**src/hw/rtl/rigid_pose_accumulator_core_assert.svh**
```systemverilog
// ----------------------------------------------------------------------------
// Rigid pose accumulator assertion macros
// Shared concurrent assertion forms for the accumulator RTL.
// ----------------------------------------------------------------------------
`ifndef RIGID_POSE_ACCUMULATOR_CORE_ASSERT_SVH
`define RIGID_POSE_ACCUMULATOR_CORE_ASSERT_SVH

// Same-cycle implication, disabled while reset is asserted.
`define RPA_ASSERT_IMP(lbl, clk, rstn, ante, cons) \
  lbl: assert property (@(posedge clk) disable iff (!rstn) (ante) |-> (cons)) \
    else $error("rpa assertion failed");

// Next-cycle implication, disabled while reset is asserted.
`define RPA_ASSERT_NXT(lbl, clk, rstn, ante, cons) \
  lbl: assert property (@(posedge clk) disable iff (!rstn) (ante) |=> (cons)) \
    else $error("rpa assertion failed");

`endif

```
**src/hw/rtl/rpa_pkg.sv**
```systemverilog
// ----------------------------------------------------------------------------
// Rigid pose accumulator package
// Types, constants and coefficient tables shared by the accumulator RTL.
// ----------------------------------------------------------------------------
package rpa_pkg;

  localparam int QUAT_FRAC_BITS = 30;
  localparam int QW = QUAT_FRAC_BITS + 2;

  localparam logic signed [65:0] ONE2    = 66'sd1 << (2 * QUAT_FRAC_BITS);
  localparam logic signed [65:0] ONE_W   = 66'sd1 << QUAT_FRAC_BITS;
  localparam logic signed [65:0] HALF_Q  = 66'sd1 << (QUAT_FRAC_BITS - 1);
  localparam logic signed [32:0] ONE_Q   = 33'sd1 << QUAT_FRAC_BITS;
  localparam logic signed [65:0] NORM_HI = 66'sd1 << 30;
  localparam logic signed [65:0] NORM_LO = 66'sd1 << 29;
  localparam logic signed [65:0] S32_MAX = 66'sd2147483647;
  localparam logic signed [65:0] S32_MIN = -66'sd2147483648;

  localparam logic [1:0] FUNC_LOAD    = 2'd0;
  localparam logic [1:0] FUNC_COMPOSE = 2'd1;
  localparam logic [1:0] FUNC_INVERT  = 2'd2;

  // Sign of each Hamilton product term, indexed by component and term.
  localparam logic [15:0] HAM_NEG = 16'h428E;
  // Diagonal matrix entries start from one squared.
  localparam logic [8:0]  MAT_ONE = 9'b1_0001_0001;

  typedef enum logic [4:0] {
    OP_NOP, OP_ACPT, OP_MUL, OP_ACC, OP_WT, OP_WM, OP_WR, OP_SHR, OP_SHL,
    OP_ZQ, OP_SQI, OP_SQS, OP_DVI, OP_DVS, OP_DVW, OP_CONJ, OP_FIN
  } op_e;

  typedef enum logic [2:0] {
    SRC_AQ, SRC_IQ, SRC_RQ, SRC_T, SRC_M, SRC_RV
  } src_e;

  typedef struct packed {
    src_e       src;
    logic [3:0] idx;
  } opnd_t;

  typedef struct packed {
    op_e        op;
    opnd_t      a;
    opnd_t      b;
    logic       neg;
    logic       dbl;
    logic       first;
    logic       one2;
    logic [4:0] idx;
  } cmd_t;

  typedef struct packed {
    logic       t_big;
    logic       t_low;
    logic       t_zero;
    logic [1:0] func;
  } stat_t;

  typedef struct packed {
    logic [1:0]       func;
    logic [2:0][31:0] p;
    logic [3:0][31:0] q;
  } in_beat_t;

  typedef struct packed {
    logic [2:0][31:0] p;
    logic [3:0][31:0] q;
  } pose_t;

  typedef struct packed {
    logic [1:0] a;
    logic [1:0] b;
    logic       neg;
  } mterm_t;

  function automatic mterm_t mat_term(input logic [3:0] e, input logic t);
    mterm_t m;
    case (e)
      4'd0: m = t ? '{a: 2'd3, b: 2'd3, neg: 1'b1} : '{a: 2'd2, b: 2'd2, neg: 1'b1};
      4'd1: m = t ? '{a: 2'd3, b: 2'd0, neg: 1'b1} : '{a: 2'd1, b: 2'd2, neg: 1'b0};
      4'd2: m = t ? '{a: 2'd2, b: 2'd0, neg: 1'b0} : '{a: 2'd1, b: 2'd3, neg: 1'b0};
      4'd3: m = t ? '{a: 2'd3, b: 2'd0, neg: 1'b0} : '{a: 2'd1, b: 2'd2, neg: 1'b0};
      4'd4: m = t ? '{a: 2'd3, b: 2'd3, neg: 1'b1} : '{a: 2'd1, b: 2'd1, neg: 1'b1};
      4'd5: m = t ? '{a: 2'd1, b: 2'd0, neg: 1'b1} : '{a: 2'd2, b: 2'd3, neg: 1'b0};
      4'd6: m = t ? '{a: 2'd2, b: 2'd0, neg: 1'b1} : '{a: 2'd1, b: 2'd3, neg: 1'b0};
      4'd7: m = t ? '{a: 2'd1, b: 2'd0, neg: 1'b0} : '{a: 2'd2, b: 2'd3, neg: 1'b0};
      4'd8: m = t ? '{a: 2'd2, b: 2'd2, neg: 1'b1} : '{a: 2'd1, b: 2'd1, neg: 1'b1};
      default: m = '{a: 2'd0, b: 2'd0, neg: 1'b0};
    endcase
    return m;
  endfunction

  function automatic logic [3:0] dot_m(input logic [3:0] e, input logic [1:0] t);
    logic [3:0] k;
    k = e - 4'd9;
    return (k << 1) + k + {2'b00, t};
  endfunction

  function automatic logic signed [65:0] round_q(input logic signed [65:0] x);
    return (x + HALF_Q) >>> QUAT_FRAC_BITS;
  endfunction

  function automatic logic [31:0] clamp_q(input logic signed [65:0] x);
    logic [31:0] r;
    if (x > ONE_W) r = ONE_W[31:0];
    else if (x < -ONE_W) r = 32'(-ONE_W);
    else r = x[31:0];
    return r;
  endfunction

  function automatic logic [31:0] sat32(input logic signed [65:0] x);
    logic [31:0] r;
    if (x > S32_MAX) r = S32_MAX[31:0];
    else if (x < S32_MIN) r = S32_MIN[31:0];
    else r = x[31:0];
    return r;
  endfunction

endpackage

```
**src/hw/rtl/rpa_ctrl.sv**
```systemverilog
// ----------------------------------------------------------------------------
// Rigid pose accumulator controller
// Sequences the datapath through product, normalize, square root, divide and rotate phases.
// ----------------------------------------------------------------------------
module rpa_ctrl import rpa_pkg::*; (
  input  logic  clk_i,
  input  logic  rst_ni,
  input  logic  in_valid_i,
  output logic  in_ready_o,
  output logic  out_valid_o,
  input  logic  out_ready_i,
  input  stat_t stat_i,
  output cmd_t  cmd_o
);

  `include "rigid_pose_accumulator_core_assert.svh"

  localparam logic [4:0] S_IDLE = 5'd0;
  localparam logic [4:0] S_DISP = 5'd1;
  localparam logic [4:0] S_HMUL = 5'd2;
  localparam logic [4:0] S_HACC = 5'd3;
  localparam logic [4:0] S_HWT  = 5'd4;
  localparam logic [4:0] S_NSHR = 5'd5;
  localparam logic [4:0] S_NSHL = 5'd6;
  localparam logic [4:0] S_SMUL = 5'd7;
  localparam logic [4:0] S_SACC = 5'd8;
  localparam logic [4:0] S_SQI  = 5'd9;
  localparam logic [4:0] S_SQRT = 5'd10;
  localparam logic [4:0] S_DVI  = 5'd11;
  localparam logic [4:0] S_DVS  = 5'd12;
  localparam logic [4:0] S_DVW  = 5'd13;
  localparam logic [4:0] S_CONJ = 5'd14;
  localparam logic [4:0] S_RMUL = 5'd15;
  localparam logic [4:0] S_RACC = 5'd16;
  localparam logic [4:0] S_RWR  = 5'd17;
  localparam logic [4:0] S_FIN  = 5'd18;

  logic [4:0] state_q, state_d;
  logic [3:0] ent_q, ent_d;
  logic [1:0] term_q, term_d;
  logic [4:0] cnt_q, cnt_d;
  logic       out_valid_q, out_valid_d;
  logic       mat;
  mterm_t     mt;

  assign out_valid_o = out_valid_q;

  always_comb begin
    state_d = state_q;
    ent_d   = ent_q;
    term_d  = term_q;
    cnt_d   = cnt_q;
    cmd_o.op    = OP_NOP;
    cmd_o.a     = '{src: SRC_AQ, idx: 4'd0};
    cmd_o.b     = '{src: SRC_AQ, idx: 4'd0};
    cmd_o.neg   = 1'b0;
    cmd_o.dbl   = 1'b0;
    cmd_o.first = 1'b0;
    cmd_o.one2  = 1'b0;
    cmd_o.idx   = 5'd0;
    in_ready_o  = (state_q == S_IDLE);
    mat = (ent_q < 4'd9);
    mt  = mat_term(ent_q, term_q[0]);

    case (state_q)
      S_IDLE: begin
        if (in_valid_i) begin
          cmd_o.op = OP_ACPT;
          state_d = S_DISP;
        end
      end
      S_DISP: begin
        ent_d  = 4'd0;
        term_d = 2'd0;
        case (stat_i.func)
          FUNC_LOAD:    state_d = S_NSHR;
          FUNC_COMPOSE: state_d = S_HMUL;
          FUNC_INVERT:  state_d = S_CONJ;
          default:      state_d = S_FIN;
        endcase
      end
      S_HMUL: begin
        cmd_o.op = OP_MUL;
        cmd_o.a  = '{src: SRC_AQ, idx: {2'b00, term_q}};
        cmd_o.b  = '{src: SRC_IQ, idx: {2'b00, ent_q[1:0] ^ term_q}};
        state_d  = S_HACC;
      end
      S_HACC: begin
        cmd_o.op    = OP_ACC;
        cmd_o.first = (term_q == 2'd0);
        cmd_o.neg   = HAM_NEG[{ent_q[1:0], term_q}];
        if (term_q == 2'd3) begin
          state_d = S_HWT;
        end else begin
          term_d  = term_q + 2'd1;
          state_d = S_HMUL;
        end
      end
      S_HWT: begin
        cmd_o.op  = OP_WT;
        cmd_o.idx = {3'b000, ent_q[1:0]};
        term_d    = 2'd0;
        if (ent_q == 4'd3) begin
          ent_d   = 4'd0;
          state_d = S_NSHR;
        end else begin
          ent_d   = ent_q + 4'd1;
          state_d = S_HMUL;
        end
      end
      S_NSHR: begin
        if (stat_i.t_big) begin
          cmd_o.op = OP_SHR;
        end else if (stat_i.t_zero) begin
          cmd_o.op = OP_ZQ;
          ent_d    = 4'd0;
          term_d   = 2'd0;
          state_d  = (stat_i.func == FUNC_COMPOSE) ? S_RMUL : S_FIN;
        end else begin
          state_d = S_NSHL;
        end
      end
      S_NSHL: begin
        if (stat_i.t_low) begin
          cmd_o.op = OP_SHL;
        end else begin
          term_d  = 2'd0;
          state_d = S_SMUL;
        end
      end
      S_SMUL: begin
        cmd_o.op = OP_MUL;
        cmd_o.a  = '{src: SRC_T, idx: {2'b00, term_q}};
        cmd_o.b  = '{src: SRC_T, idx: {2'b00, term_q}};
        state_d  = S_SACC;
      end
      S_SACC: begin
        cmd_o.op    = OP_ACC;
        cmd_o.first = (term_q == 2'd0);
        if (term_q == 2'd3) begin
          state_d = S_SQI;
        end else begin
          term_d  = term_q + 2'd1;
          state_d = S_SMUL;
        end
      end
      S_SQI: begin
        cmd_o.op = OP_SQI;
        cnt_d    = 5'd31;
        state_d  = S_SQRT;
      end
      S_SQRT: begin
        cmd_o.op  = OP_SQS;
        cmd_o.idx = cnt_q;
        if (cnt_q == 5'd0) begin
          ent_d   = 4'd0;
          state_d = S_DVI;
        end else begin
          cnt_d = cnt_q - 5'd1;
        end
      end
      S_DVI: begin
        cmd_o.op  = OP_DVI;
        cmd_o.idx = {3'b000, ent_q[1:0]};
        cnt_d     = 5'(QW - 1);
        state_d   = S_DVS;
      end
      S_DVS: begin
        cmd_o.op  = OP_DVS;
        cmd_o.idx = cnt_q;
        if (cnt_q == 5'd0) begin
          state_d = S_DVW;
        end else begin
          cnt_d = cnt_q - 5'd1;
        end
      end
      S_DVW: begin
        cmd_o.op  = OP_DVW;
        cmd_o.idx = {3'b000, ent_q[1:0]};
        if (ent_q == 4'd3) begin
          ent_d   = 4'd0;
          term_d  = 2'd0;
          state_d = (stat_i.func == FUNC_COMPOSE) ? S_RMUL : S_FIN;
        end else begin
          ent_d   = ent_q + 4'd1;
          state_d = S_DVI;
        end
      end
      S_CONJ: begin
        cmd_o.op = OP_CONJ;
        ent_d    = 4'd0;
        term_d   = 2'd0;
        state_d  = S_RMUL;
      end
      S_RMUL: begin
        cmd_o.op = OP_MUL;
        if (mat) begin
          cmd_o.a = '{src: SRC_RQ, idx: {2'b00, mt.a}};
          cmd_o.b = '{src: SRC_RQ, idx: {2'b00, mt.b}};
        end else begin
          cmd_o.a = '{src: SRC_M, idx: dot_m(ent_q, term_q)};
          cmd_o.b = '{src: SRC_RV, idx: {2'b00, term_q}};
        end
        state_d = S_RACC;
      end
      S_RACC: begin
        cmd_o.op    = OP_ACC;
        cmd_o.first = (term_q == 2'd0);
        cmd_o.neg   = mat && mt.neg;
        cmd_o.dbl   = mat;
        cmd_o.one2  = mat && MAT_ONE[ent_q];
        if (mat ? (term_q == 2'd1) : (term_q == 2'd2)) begin
          state_d = S_RWR;
        end else begin
          term_d  = term_q + 2'd1;
          state_d = S_RMUL;
        end
      end
      S_RWR: begin
        if (mat) begin
          cmd_o.op  = OP_WM;
          cmd_o.idx = {1'b0, ent_q};
        end else begin
          cmd_o.op  = OP_WR;
          cmd_o.idx = {1'b0, ent_q - 4'd9};
        end
        term_d = 2'd0;
        if (ent_q == 4'd11) begin
          state_d = S_FIN;
        end else begin
          ent_d   = ent_q + 4'd1;
          state_d = S_RMUL;
        end
      end
      S_FIN: begin
        if (!out_valid_q || out_ready_i) begin
          cmd_o.op = OP_FIN;
          state_d  = S_IDLE;
        end
      end
      default: state_d = S_IDLE;
    endcase

    if (cmd_o.op == OP_FIN) out_valid_d = 1'b1;
    else if (out_ready_i) out_valid_d = 1'b0;
    else out_valid_d = out_valid_q;
  end

  always_ff @(posedge clk_i or negedge rst_ni) begin
    if (!rst_ni) begin
      state_q     <= S_IDLE;
      ent_q       <= 4'd0;
      term_q      <= 2'd0;
      cnt_q       <= 5'd0;
      out_valid_q <= 1'b0;
    end else begin
      state_q     <= state_d;
      ent_q       <= ent_d;
      term_q      <= term_d;
      cnt_q       <= cnt_d;
      out_valid_q <= out_valid_d;
    end
  end

  `RPA_ASSERT_NXT(a_accept_dispatch, clk_i, rst_ni, in_valid_i && in_ready_o, state_q == S_DISP)
  `RPA_ASSERT_NXT(a_fin_shows_beat, clk_i, rst_ni, cmd_o.op == OP_FIN, out_valid_q && state_q == S_IDLE)
  `RPA_ASSERT_NXT(a_sqrt_to_div, clk_i, rst_ni, state_q == S_SQRT && cnt_q == 5'd0, state_q == S_DVI && ent_q == 4'd0)
  `RPA_ASSERT_IMP(a_rot_bound, clk_i, rst_ni, state_q == S_RMUL || state_q == S_RACC, ent_q <= 4'd11)

endmodule
```
**config.mk**
```make
export PLATFORM = sky130hd
export DESIGN_NAME = rpa_ctrl
export DESIGN_NICKNAME = d
export VERILOG_FILES = /design/src/hw/rtl/rpa_pkg.sv /design/src/hw/rtl/rpa_ctrl.sv
export VERILOG_INCLUDE_DIRS = /design/src /design/src/hw/rtl
export SDC_FILE = /design/constraint.sdc
export NUM_CORES = 1
export LEC_CHECK = 0
export CAP_MARGIN = 20
export CELL_PAD_IN_SITES_DETAIL_PLACEMENT = 0
export CELL_PAD_IN_SITES_GLOBAL_PLACEMENT = 1
export CORE_MARGIN = 2
export CORE_UTILIZATION = 45
export CTS_CLUSTER_DIAMETER = 50
export DETAILED_ROUTE_END_ITERATION = 8
export DONT_BUFFER_PORTS = 1
export PLACE_DENSITY_LB_ADDON = 0.25
export SLEW_MARGIN = 40
export SYNTH_ARGS = -nofsm -noshare
export SYNTH_HDL_FRONTEND = slang
export SYNTH_SLANG_ARGS = --single-unit
export TNS_END_PERCENT = 1
```
**constraint.sdc**
```tcl
create_clock -name clk_i -period 3.7 [get_ports clk_i]
set_clock_uncertainty 0.15 [all_clocks]
set_input_delay 0.555 -clock clk_i [delete_from_list [all_inputs] [get_ports clk_i]]
set_output_delay 0.555 -clock clk_i [all_outputs]
set_load 0.02 [all_outputs]
```
## Word-level counts from Yosys, hierarchy flattened

Memory sizes are Yosys's and may differ from the RTL's.
Cells that the tools add are included.

| word-level totals | value |
|---|---|
| flip-flop bits (word level) | 17 |
| ROM bits | 32 |
| input port bits | 9 |
| output and inout port bits | 30 |
| word-level logic and storage cells | 149 |
| memories | 2 |

Memory list:

| name | words | width | rd ports | clocked after Yosys merged registers in | wr ports | RTL line | RTL |
|---|---|---|---|---|---|---|---|
| (name not given) | 16 | 1 | 1 | 0 | 0 | rpa_ctrl.sv:211 | `cmd_o.one2 = mat && MAT_ONE[ent_q];` |
| (name not given) | 16 | 1 | 1 | 0 | 0 | rpa_ctrl.sv:91 | `cmd_o.neg = HAM_NEG[{ent_q[1:0], term_q}];` |

| cells by class | value |
|---|---|
| $add $sub $neg | 6 |
| order comparisons | 3 |
| equality and inequality tests | 45 |
| multiplexer cells | 61 |
| bitwise operators | 1 |
| reductions and logical operators | 26 |

Operator list:

| cell | count |
|---|---|
| 5-bit two-way mux | 21 |
| 5-bit case mux with 19 select lines | 1 |
| 5-bit case mux with 14 select lines | 1 |
| 5-bit case mux with 9 select lines | 1 |
| 4-bit two-way mux | 11 |
| 14-bit case mux with 3 select lines | 1 |
| 5-bit by 4-bit equality test with 1-bit output, second input constant | 8 |
| 5-bit case mux with 3 select lines | 2 |
| 2-bit != test, second input constant | 12 |
| 5-bit by 3-bit equality test with 1-bit output, second input constant | 4 |
| 5-bit equality test, second input constant | 4 |
| 4-bit case mux with 5 select lines | 1 |
| 4-bit by 3-bit equality test with 1-bit output, second input constant | 4 |
| 14-bit two-way mux | 1 |
| 2-bit two-way mux | 7 |
| 2-bit case mux with 6 select lines | 1 |
| 5-bit by 2-bit equality test with 1-bit output, second input constant | 2 |
| 5-bit logical NOT | 2 |
| 4-bit by 5-bit < comparator with 1-bit output, second input constant | 2 |
| 5-bit case mux with 2 select lines | 1 |
| 2-bit OR reduction | 5 |
| 1-bit two-way mux | 9 |
| 3-bit OR reduction | 3 |
| 4-bit by 2-bit equality test with 1-bit output, second input constant | 2 |
| 28 further kinds | 36 |

## Logic depth before layout (Yosys ltp)

| depth | value |
|---|---|
| depth after elaboration | 6 |
| depth in mapped cells | 12 |

## Worst setup path after synthesis

Ideal clock, no wire load.

| path | value |
|---|---|
| path type | reg2out |
| from | register ent_q[0] |
| to | output port cmd_o[19] (netlist name) |
| arrival time | 2861 ps |
| data required time | 2995 ps |
| setup slack | 134 ps |
| stages on the path, launching flop included | 13 |
| buffers on the path | 2 |
| cells stage by stage | dfrtp_1 -> clkbuf_1 -> inv_1 -> ha_1 -> clkbuf_1 -> xor2_1 -> ha_1 -> inv_1 -> fa_1 -> xnor2_1 -> xnor2_1 -> xnor2_1 -> nor2_1 |

RTL lines:

| item | RTL line | RTL |
|---|---|---|
| from (decl) | rpa_ctrl.sv:39 | `logic [3:0] ent_q, ent_d;` |
| from (signal assigned) | rpa_ctrl.sv:258 | `ent_q <= ent_d;` |
| to (decl) | rpa_ctrl.sv:13 | `output cmd_t cmd_o` |

==> summary.txt <==
Cells and area
  – Fillers: 588
  – N_diodes: 0
  – Commonest non-fill, non-tap cells in the layout: nor2_1, nand2_1, o21ai_0
  – Multi-input gate area: about 0.0019 sq mm
  – Final-stage net count: ~370
  – Share of layout cells above drive strength 1: 0.108
  – Register area: 425 sq um
  – Layout area overhead: 3.89%
  – Commonest non-fill, non-tap cell in the layout: nor2_1

Die
  – Site row count: 27
  – Chip height: between 70 and 80 microns
  – Core area: between 0.005 and 0.006 sq mm
  – Horiz. Die Dim: roughly 80 microns
  – Die ar.: 0.00627 sq mm
  – Initial core utilization: 0.465
  – IO Pins: 39

CTS
  – Clock Path Buffers: 2
  – Clock Pin Slew Worst Setup and Hold Paths: 0.08 ns
  – Clk root buf: clkbuf_8
  – CTS Sinks: 17
  – Post CTS Setup Buffer Count: 0
  – H-tree levels: 1
  – Number of buffers created by CTS: 3
  – Worst skew pair latency: around 0.26 ns
  – TritonCTS clock tree: yes
  – PostCTS Resize Cnt: 0

Power and ir drop
  – Power density cells: between 100 and 150 mW/mm^2
  – Leakage power: around 1.1 nW
  – Max VDD drop: roughly 0.16 mV
  – Total Power: 348 uW

Worst setup path
  – Crit. End Element: output pin
  – CP Class: reg -> out
  – Crit path DAT: 2.68 ns
  – CP required: between 2 and 3 ns
  – Setup crit start kind: register
  – CP Max Fanout: 4

Yosys
  – Seq cells post-synth: 17
  – Post-synth EDFFs: 0
  – Mean Syn Cell Area: between 7 and 8 sq um
  – Sequential element share of the synthesized area: 0.167
  – Synth cell types: 66
  – Top_reg_cell synth: dfrtp_1
  – Post-synthesis cell count: between 300 and 400
  – Async SR Flop Fraction: 1.00
  – Yosys warning count: 0
  – Synthesized area: about 0.0025 sq mm

Timing
  – Max Transition Viols Final: 0
  – RSZ-0062 raised after global routing: false
  – Final Setup Violations: 0
  – Setup TNS: 0 ns
  – Hold Violations, Final: 0
  – Fmax: around 300 MHz
  – Period utilization: 0.915
  – Slew @ Worst Pin: 0.623 ns
  – Normalized max-slew margin: 0.580
  – Min Clock Period, post-route: ~3.4 ns

Routing
  – Final WL: between 7000 and 8000 microns
  – Avg WL per Cell: approximately 18 microns
  – Drt pass-1 iters: 7
  – DRC: 0
  – DRT iter0 DRCs: 381
  – Vias post-DR: roughly 2600
  – Avg Vias per Cell: ~6.4
  – Final ANT Viol Nets: 0

Global routing
  – Met2 Use GR: 0.376
  – Vias in the first global route: between 2000 and 2500
  – Overflow after GRT: 0
  – Global routing usage on met1: 0.361
  – Largest net degree at the start of global routing: 26
  – GR Util met3: 0.0455
  – Initial antenna violation count: 0
  – First-pass GRT wire length: around 12000 microns
  – Global route hottest layer: met2
  – Tot GR Track Use: 0.247

Placed design
  – Placer congestion estimate: approximately 0.98
  – # port buffers: 0
  – HPWL after DPL: between 5000 and 6000 microns

Worst hold path
  – Worst Hold Class: in -> async

Outcome
  – Status: finished clean

Flow run
  – Max-cap violations: 0
==> final cells by class <==
| class | instances | area share |
|---|---|---|
| Clock buffer | 3 | 0.0156 |
| Clock inverter | 1 | 0.00284 |
| Inverter | 19 | 0.0270 |
| Multi-Input combinational cell | 285 | 0.712 |
| Sequential cell | 17 | 0.161 |
| Tap cell | 72 | 0.0341 |
| Timing Repair Buffer | 17 | 0.0473 |
==> through the flow <==
stage	setup WS [ns]	hold WS, ns	util	instances	instance area [sq um]
6_report	0.314	0.0694	0.483	414	2640
5_1_grt	0.0983	0.0968	0.483	414	2640
4_1_cts	0.288	0.240	0.484	414	2650
3_5_place_dp	0.586	0.110	0.473	409	2590
3_3_place_gp	0.623	0.110	0.473	409	2590
2_1_floorplan	0.134	0.109	-	351	2550
==> power by group <==
| group | leakage, nW | switching [mW] | total (mW) | internal [mW] |
|---|---|---|---|---|
| logic | 0.861 | 0.00702 | 0.00869 | 0.00167 |
| registers | 0.207 | 0.000000000000000100 | 0.186 | 0.186 |
| clock network | 0.0217 | 0.0777 | 0.154 | 0.0761 |
| total | 1.09 | 0.0847 | 0.348 | 0.263 |
==> layer usage <==
metal,part of all wire,wire length [microns],vias to the layer above
met5,0,0,-
met4,0.020,153,0
met3,0.093,714,14
met2,0.44,3390,143
met1,0.44,3390,1218
li1,-,-,1260
==> cell families after synthesis <==
| kind of cell | after synthesis | synth area share |
|---|---|---|
| AND/OR/NAND/NOR | 145 | 0.306 |
| AO/OA/AOI/OAI | 106 | 0.285 |
| buffers and inverters | 49 | 0.0944 |
| flip-flops | 17 | 0.167 |
| adder cells (fa/ha/maj) | 14 | 0.0718 |
| XOR/XNOR | 12 | 0.0443 |
| multiplexers | 6 | 0.0290 |
| other | 1 | 0.00147 |
==> Yosys cell counts (all sizes together) (3+ instances only) <==
cell type / n / area share
and3: 5 / 0.012
xnor2: 8 / 0.030
dfrtp: 17 / 0.17
nand3: 13 / 0.028
a31oi: 3 / 0.0074
a21oi: 21 / 0.043
a22oi: 6 / 0.018
o21ai: 26 / 0.051
a211oi: 6 / 0.018
nand2: 34 / 0.050
or3: 3 / 0.0093
xor2: 4 / 0.014
clkbuf: 10 / 0.015
nor2b: 8 / 0.020
a21o: 5 / 0.015
buf: 20 / 0.052
o2111ai: 3 / 0.013
a22o: 5 / 0.017
and2: 4 / 0.0098
inv: 17 / 0.025
a32o: 3 / 0.012
nor4: 5 / 0.017
o221ai: 4 / 0.014
nor3: 14 / 0.032
o22ai: 4 / 0.0098
nand4: 3 / 0.0074
nand2b: 10 / 0.030
nor3b: 4 / 0.018
mux2i: 4 / 0.016
ha: 13 / 0.064
nor2: 36 / 0.053
==> critical path, cell delays in order (launching register included) <==
cell and delay [ns]:
dfrtp_1 0.38, inv_1 0.14, ha_1 0.31, xnor2_1 0.19
xnor2_1 0.14, ha_1 0.16, inv_1 0.05, fa_1 0.37
xnor2_1 0.14, xnor2_1 0.19, xnor2_1 0.14, nor2_1 0.06
buf_4 0.15
==> state kept, by name, indices dropped and copies added, names as in the netlist <==
register and flops:
cnt_q 5, ent_q 4, term_q 2, state_q 5, out_valid_o 1
==> worst paths after layout <==
kind	endpoint	slack [ns]	startpoint	cells past startpoint
worst max-delay path	cmd_o[19]	0.31	ent_q[1]	12
worst min-delay path	out_valid_o	0.07	rst_ni	1
worst max register to register	term_q[0]	1.26	ent_q[0]	8
worst min register to register	cnt_q[0]	0.35	cnt_q[0]	1
max in group asynchronous	term_q[0]	3.03	rst_ni	1
min in group clk_i	out_valid_o	0.24	out_ready_i	1
==> what timing repair did <==
action / 4_1_cts / 5_1_grt
endpoints found under the hold margin: 17 / 0
endpoints found under the setup margin: 0 / 0
hold buffers: 1 / 0
No activity file was read; power rests on OpenSTA's default activity.
